File: config.mk
export PLATFORM = sky130hd
export DESIGN_NAME = bgl_div
export DESIGN_NICKNAME = d
export VERILOG_FILES = /design/src/rtl/bgl_pkg.sv /design/src/rtl/bgl_div.sv
export SDC_FILE = /design/constraint.sdc
export NUM_CORES = 1
export LEC_CHECK = 0
export BUFFER_PORTS_ARGS = -buffer_cell sky130_fd_sc_hd__buf_2
export CORE_MARGIN = 2
export CORE_UTILIZATION = 55
export CTS_BUF_LIST = sky130_fd_sc_hd__clkbuf_16
export CTS_CLUSTER_SIZE = 14
export DETAILED_ROUTE_END_ITERATION = 8
export GPL_TIMING_DRIVEN = 0
export PLACE_DENSITY = 0.78
export SYNTH_ARGS = -nofsm -noshare
export SYNTH_HDL_FRONTEND = slang
export SYNTH_SLANG_ARGS = --single-unit
File: constraint.sdc
create_clock -name clk -period 27.3 [get_ports clk]
set_clock_uncertainty 0.05 [all_clocks]
set_input_delay 2.73 -clock clk [delete_from_list [all_inputs] [get_ports clk]]
set_output_delay 2.73 -clock clk [all_outputs]
set_load 0.005 [all_outputs]
File: src/rtl/bgl_pkg.sv
`default_nettype none
package bgl_pkg;

  // Request modes carried on the mode field.
  typedef enum logic [1:0] {
    MODE_SPEC  = 2'd0,
    MODE_BIN   = 2'd1,
    MODE_COV   = 2'd2,
    MODE_MODEL = 2'd3
  } mode_t;

  localparam int FRAC_BITS = 24;

  // Saturating 64-bit signed addition.
  function automatic logic signed [63:0] sat_add64(input logic signed [63:0] a,
                                                   input logic signed [63:0] b);
    logic signed [63:0] s;
    s = a + b;
    if (a[63] == b[63] && s[63] != a[63]) begin
      s = a[63] ? {1'b1, 63'd0} : {1'b0, {63{1'b1}}};
    end
    return s;
  endfunction

endpackage
`default_nettype wire

File: src/rtl/bgl_div.sv
`default_nettype none
module bgl_div #(
  parameter int VB = 32
) (
  input  wire logic               clk,
  input  wire logic               rst,
  input  wire logic               start,
  input  wire logic signed [63:0] num,
  input  wire logic signed [63:0] den,
  output logic                    done,
  output logic signed [VB-1:0]    quot
);
  import bgl_pkg::*;

  localparam int STEPS = 64 + FRAC_BITS;
  localparam logic [87:0] VMAXU = 88'((64'd1 << (VB - 1)) - 64'd1);

  logic        busy;
  logic [6:0]  step;
  logic        neg;
  logic [63:0] dm;
  logic [87:0] nsh;
  logic [64:0] rem;
  logic [87:0] q;
  logic [64:0] trial;
  logic [87:0] lim;

  // Restoring division, one quotient bit per cycle, on the magnitudes.
  assign trial = {rem[63:0], nsh[87]};
  assign lim   = neg ? VMAXU + 88'd1 : VMAXU;

  always_ff @(posedge clk) begin
    if (rst) begin
      busy <= 1'b0;
    end else if (start) begin
      busy <= 1'b1;
      step <= '0;
      neg  <= num[63] ^ den[63];
      dm   <= den[63] ? 64'(-den) : 64'(den);
      nsh  <= {(num[63] ? 64'(-num) : 64'(num)), 24'd0};
      rem  <= '0;
      q    <= '0;
    end else if (busy) begin
      nsh <= nsh << 1;
      if (trial >= {1'b0, dm}) begin
        rem <= trial - {1'b0, dm};
        q   <= {q[86:0], 1'b1};
      end else begin
        rem <= trial;
        q   <= {q[86:0], 1'b0};
      end
      step <= step + 7'd1;
      if (step == 7'(STEPS - 1)) begin
        busy <= 1'b0;
      end
    end
  end

  // Saturate and sign the final quotient in the cycle after the last step.
  logic        fin;
  logic [87:0] qs;
  assign qs = (q > lim) ? lim : q;

  // The done flag rises in the cycle in which the quotient is ready.
  always_ff @(posedge clk) begin
    if (rst) begin
      fin  <= 1'b0;
      done <= 1'b0;
    end else begin
      fin  <= busy && step == 7'(STEPS - 1);
      done <= fin;
    end
    if (fin) begin
      quot <= neg ? VB'(-qs) : VB'(qs);
    end
  end

endmodule
`default_nettype wire

# Word level (Yosys, flattened, before mapping)
# Cells that the tools add are included.
[classes] addsub=5 order_cmp=2 n_eq_ne=1 muxes=15 bitwise=2 n_reduce_logical=4
[op_table] operator="$mux 88" count=3
[op_table] operator="$mux 64" count=3
[op_table] operator="$neg 64->64" count=2
[op_table] operator="$mux 32" count=3
[op_table] operator="$gt 88x32->1" count=1
[op_table] operator="$ge 65x64->1" count=1
[op_table] operator="$sub 64x64->64" count=1
[op_table] operator="$mux 63" count=1
[op_table] operator="$neg 32->32" count=1
[op_table] operator="$add 7x1->7 const B" count=1
[op_table] operator="$eq 7x7->1 const B" count=1
[op_table] operator="$mux 7" count=1
[op_table] operator="$mux 1" count=4
[op_table] operator="$reduce_and 2->1" count=2
[op_table] operator="$reduce_bool 2->1" count=1
[op_table] operator="$logic_and 1x1->1" count=1
[op_table] operator="$not 1->1" count=1
[op_table] operator="$xor 1x1->1" count=1
[word_totals] ff_bits=346 input_bits=131 out_inout_bits=33 elab_cells=41

# Depth between registers and ports, before layout
[depth] ltp_word=5 mapped_depth=23 ltp_nobuf=21

# Worst setup path before layout
# No wires, ideal clock.
[synth_timing] path_type="input-to-reg" startpoint="input port start" endpoint="register nsh[24], enable pin" setup_ns=0.810 arrival_time_ns=12.811 required_time_ns=26.440 setup_slack_ns=13.629 path_stages=5 path_buffers=3 cell_sequence="clkbuf_1 clkbuf_1 clkbuf_1 nor2_1 nor2_1"
[synth_between] elab_chain_len=2
[synth_rtl] element="start, declared" line_no="bgl_div.sv:7" rtl="input wire logic start,"
[synth_rtl] element="$reduce_bool 2->1 (no line)"
[synth_rtl] element="$reduce_and 2->1 (no line)"
[synth_rtl] element="end signal, assigned" line_no="bgl_div.sv:40" rtl="nsh <= {(num[63] ? 64'(-num) : 64'(num)), 24'd0};"
[synth_rtl] element="end signal, assigned" line_no="bgl_div.sv:44" rtl="nsh <= nsh << 1;"
[synth_rtl] element="end, declared" line_no="bgl_div.sv:22" rtl="logic [87:0] nsh;"
# No other way between the ends.
# A chain may end at the register's enable or synchronous reset.

# Worst setup path after layout
[layout_timing] startpoint="register neg" endpoint="register quot[26] (data pin)"
[layout_between] elab_chain_len=5
[layout_rtl] element="start, declared" line_no="bgl_div.sv:20" rtl="logic neg;"
[layout_rtl] element="start signal, assigned" line_no="bgl_div.sv:38" rtl="neg <= num[63] ^ den[63];"
[layout_rtl] element="$mux 32 *" line_no="bgl_div.sv:30" rtl="assign lim = neg ? VMAXU + 88'd1 : VMAXU;"
[layout_rtl] element="$gt 88x32->1" line_no="bgl_div.sv:62" rtl="assign qs = (q > lim) ? lim : q;"
[layout_rtl] element="$mux 32 *" line_no="bgl_div.sv:62"
[layout_rtl] element="named net qs[0]" line_no="bgl_div.sv:61" rtl="logic [87:0] qs;"
[layout_rtl] element="$neg 32->32 *" line_no="bgl_div.sv:74" rtl="quot <= neg ? VB'(-qs) : VB'(qs);"
[layout_rtl] element="$mux 32 *" line_no="bgl_div.sv:74"
[layout_rtl] element="end signal, assigned" line_no="bgl_div.sv:74"
[layout_rtl] element="end, declared" line_no="bgl_div.sv:11" rtl="output logic signed [VB-1:0] quot"
# The timed path passes the listed nets; every way through them passes the cells marked *.

==> results.md <==
- Crit-path most repeated cell: clkbuf_1
- Final wirelength: 50900 um
- Die area: 38800 um2
- Unrepaired setup endpoints after global routing: false
- Pwr dens: slightly above 60 nW/um2
- DR vias/cell: 6.04
- Sw Ratio: 0.297
- Clock Power Share: 0.342
- Hold WC Path Type: reg -> reg
- DRC Markers: 0
- Synth top area share: 0.469
- Leakage power: 0.00892 uW
- Core box area: 36600 um2
- Layout Nets: 2512
- IO Pins: roughly 160
- CTS tree: done
- Row cnt: 70
- DR pass1 iterations: 6
- Post-DP HPWL: 37900 um
- Max Clk Rate: around 140 MHz
- Iter 0 DRT Violations: ~1300
- Max incr delay on CP: between 1 and 1.5 ns
- Largest net degree at the start of global routing: 35
- Reg2Reg Setup Slack: slightly above 20 ns
- CTS Buf Count: 36
- Tcrit/Tclk final: 0.255
- Critical Path Sink: quot[26]
- Synth area leader: edfxtp_1
- GPL Wtd Cong: ~0.96
- Die height: between 150 and 200 um
- Final Cell Area: around 23000 um2
- Total Routing Usage GR: 0.263
- Die X: 197 um
- Cells after synthesis: 2072
- Run status: finished, final reports clean
- WP depth: 20
- Register area share after synthesis: 0.472
- Post-CTS sizing: 0
- Mean post-synth cell area: 9.89 um2
- Slowest cell on the critical path: edfxtp_1
- Minimum period implied by the final worst setup slack: between 6 and 7 ns
- VDD IR-drop max: 0.0000516 V
- Max-Cap Viols: 0
- Dominant cells by area after synthesis: edfxtp_1 47%, ha_1 6.1%, a21oi_1 4.9%
- Port Buf Inserts: 160
- Total negative slack: 0 ns
- Via count: 16800
- Initial Util: 0.560
- Number of unique standard cell types used by synthesis: 67
- Synth Net Count: around 2300
- Critical path class: reg -> reg
- Rel. slew slack: 0.134
- Worst path cell trace: inv_2, clkbuf_1, ha_1, a21oi_1, o211ai_1, or4b_2, a211oi_1, nor2_1, clkbuf_1, clkbuf_1, o21a_1, inv_1, ha_1, nand3b_1, or3_1, nand2b_1, or3_1, nand2b_1, a211oi_1, a21oi_1
- Primary FF master, synth: edfxtp_1
- Final Max Tran Viols: 0
- First-pass GRT wire length: slightly above 80000 um
- FF+latch area: between 9000 and 10000 um2
- Pwr Total: 1440 uW
- Worst-path fanout max: 34
- Top delay family on crit path: simple AND/OR/NAND/NOR gates
- Hold path cells: 2
- WP data required: roughly 28 ns
- Synthesis-to-layout area growth: 13.8%
- Setup bufs post-CTS: 0
- Hold buffer count at cts: 0
- Multi-input logic area: 10100 um2
- CTS root buffer: clkbuf_16
- Flop pwr share: 0.426
- Mapped Area: between 20000 and 25000 um2
- Htree depth: 2
- Fillers: 2991
- R2R Path Start: neg
- Seq cells post-synth: 323
- R2R depth: 20
- Int Power: 1010 uW
- Post-route ant nets: 0
- Final Hold Viols: 0
- Gate power share: 0.232
- Setup crit end kind: flip-flop
- CTS max path bufs: 3
- Initial antenna violation count: 2
- WP buf/inv: 5
- CP startpoint kind: flip-flop
- Area post-placement: between 20000 and 25000 um2
- R2r endpoint: quot[26]
- Avg WL per Cell: 18.4 um
- Global route total overflow: 0
- Final setup viols: 0
- Worst skew pair latency: 0.56 ns
- Psw: between 400 and 500 uW
- Reg clk slew, reported paths: 0.06 ns
- Critical Path AT: 7.22 ns
- Synth warn: 0
- Final Util: 0.637
- Slew @ Worst Pin: between 1 and 1.5 ns
- Ys async rst share: 0
- Vias in the first global route: 16300
- Share of cells above drive strength 1: 0.110
- Clock sink count: 323
- Worst setup path start: neg
- Number of flops mapped to enable cells by yosys: 320
## power by group through the flow
| stage | sequential, uW | combinational [uW] | clock, uW |
|---|---|---|---|
| 2_1_floorplan | 623 | 237 | 0 |
| 3_3_place_gp | 632 | 314 | 0 |
| 3_5_place_dp | 623 | 327 | 0 |
| 4_1_cts | 613 | 330 | 500 |
| 5_1_grt | 617 | 372 | 518 |
| 6_report | 613 | 335 | 492 |
## cell usage after synthesis, types with 3 or more instances
cell      number
nand2_1      120
a41oi_1        5
nor2b_1      100
o41ai_1       25
ha_1         100
a221o_1        4
dfxtp_1        3
and3_1         8
or2_2         17
o21ai_0      134
or3_4          3
nor4_1        30
mux2i_1       30
nand3_1       13
nor3_1        31
xnor2_1       91
nand4_1       30
a21o_1        38
o22a_1         3
nand3b_1      19
o21bai_1      11
o21a_1        13
nor3b_1        4
and2_1         7
xor2_1        93
o31ai_1       44
a221oi_1       5
a211oi_1      22
inv_1         96
a21oi_1      202
nor2_1       218
or2_1          3
o211ai_1      10
o31a_1         6
clkbuf_1      98
or4_1         30
nand2b_1      14
edfxtp_1     320
or3_1         28
a31oi_1        9
## area by class of cell
| type | count | share of cell area |
|---|---|---|
| Antenna cell | 2 | 0.000215 |
| Buffer | 101 | 0.0166 |
| Clock buffer | 36 | 0.0387 |
| Clock inverter | 27 | 0.0125 |
| Inverter | 97 | 0.0156 |
| Multi-Input combinational cell | 1551 | 0.433 |
| Sequential cell | 323 | 0.415 |
| Tap cell | 468 | 0.0251 |
| Timing Repair Buffer | 170 | 0.0439 |
## placed cells by master, fill, tap and decap left out, types with 36 or more instances in the layout
cell type / n
xor2_1: 93
nor2_1: 217
nand2_1: 120
edfxtp_1: 320
clkbuf_16: 36
a21oi_1: 202
ha_1: 100
nor2b_1: 99
clkbuf_1: 98
buf_2: 160
o21ai_0: 134
inv_1: 103
a21o_1: 38
xnor2_1: 91
o31ai_1: 44
## tightest hold or removal path, delay by kind of cell (launching register included)
family	cells	cell delay, ns
simple gates	1	0.07
flops	1	0.34
compound gates	1	0.06
## state kept, by name, indices dropped and copies added (netlist names)
register,flops
q,88
dm,64
nsh,64
rem,64
quot,32
step,7
busy,1
done,1
fin,1
neg,1
## metrics by stage
stage / setup WS [ns] / instances / hold slack (ns)
CTS: 20.39 / 2773 / 0.466
global placement: 9.55 / 2700 / 0.440
global route: 19.84 / 2775 / 0.490
floorplan: 13.63 / 2072 / 0.416
finish: 20.33 / 2775 / 0.459
detailed placement: 20.32 / 2710 / 0.450
## per-layer routing
layer / track usage / vias up / share of wire
met1: 0.356 / 8016 / 0.44
li1: - / 8051 / -
met4: 0.111 / 0 / 0.034
met5: 0 / - / 0
met2: 0.430 / 570 / 0.47
met3: 0.0330 / 131 / 0.059
## kinds of logic after synthesis
kind of cell               synth area share
AOI/OAI and AO/OA                     0.166
xor gates and xnor gates             0.0787
adders and majority gates            0.0620
buffers and inverters                0.0366
DFF                                   0.472
muxes                                0.0147
and+or+nand+nor                       0.171
## how the worst min path moves through the flow
stage,end,startpoint,slack [ns]
after floorplan,fin,busy,0.42
after global placement,busy,busy,0.44
after detailed placement,busy,busy,0.45
after CTS,busy,busy,0.47
after global routing,busy,busy,0.49
final,busy,busy,0.46
(Power assumes the default switching activity.)
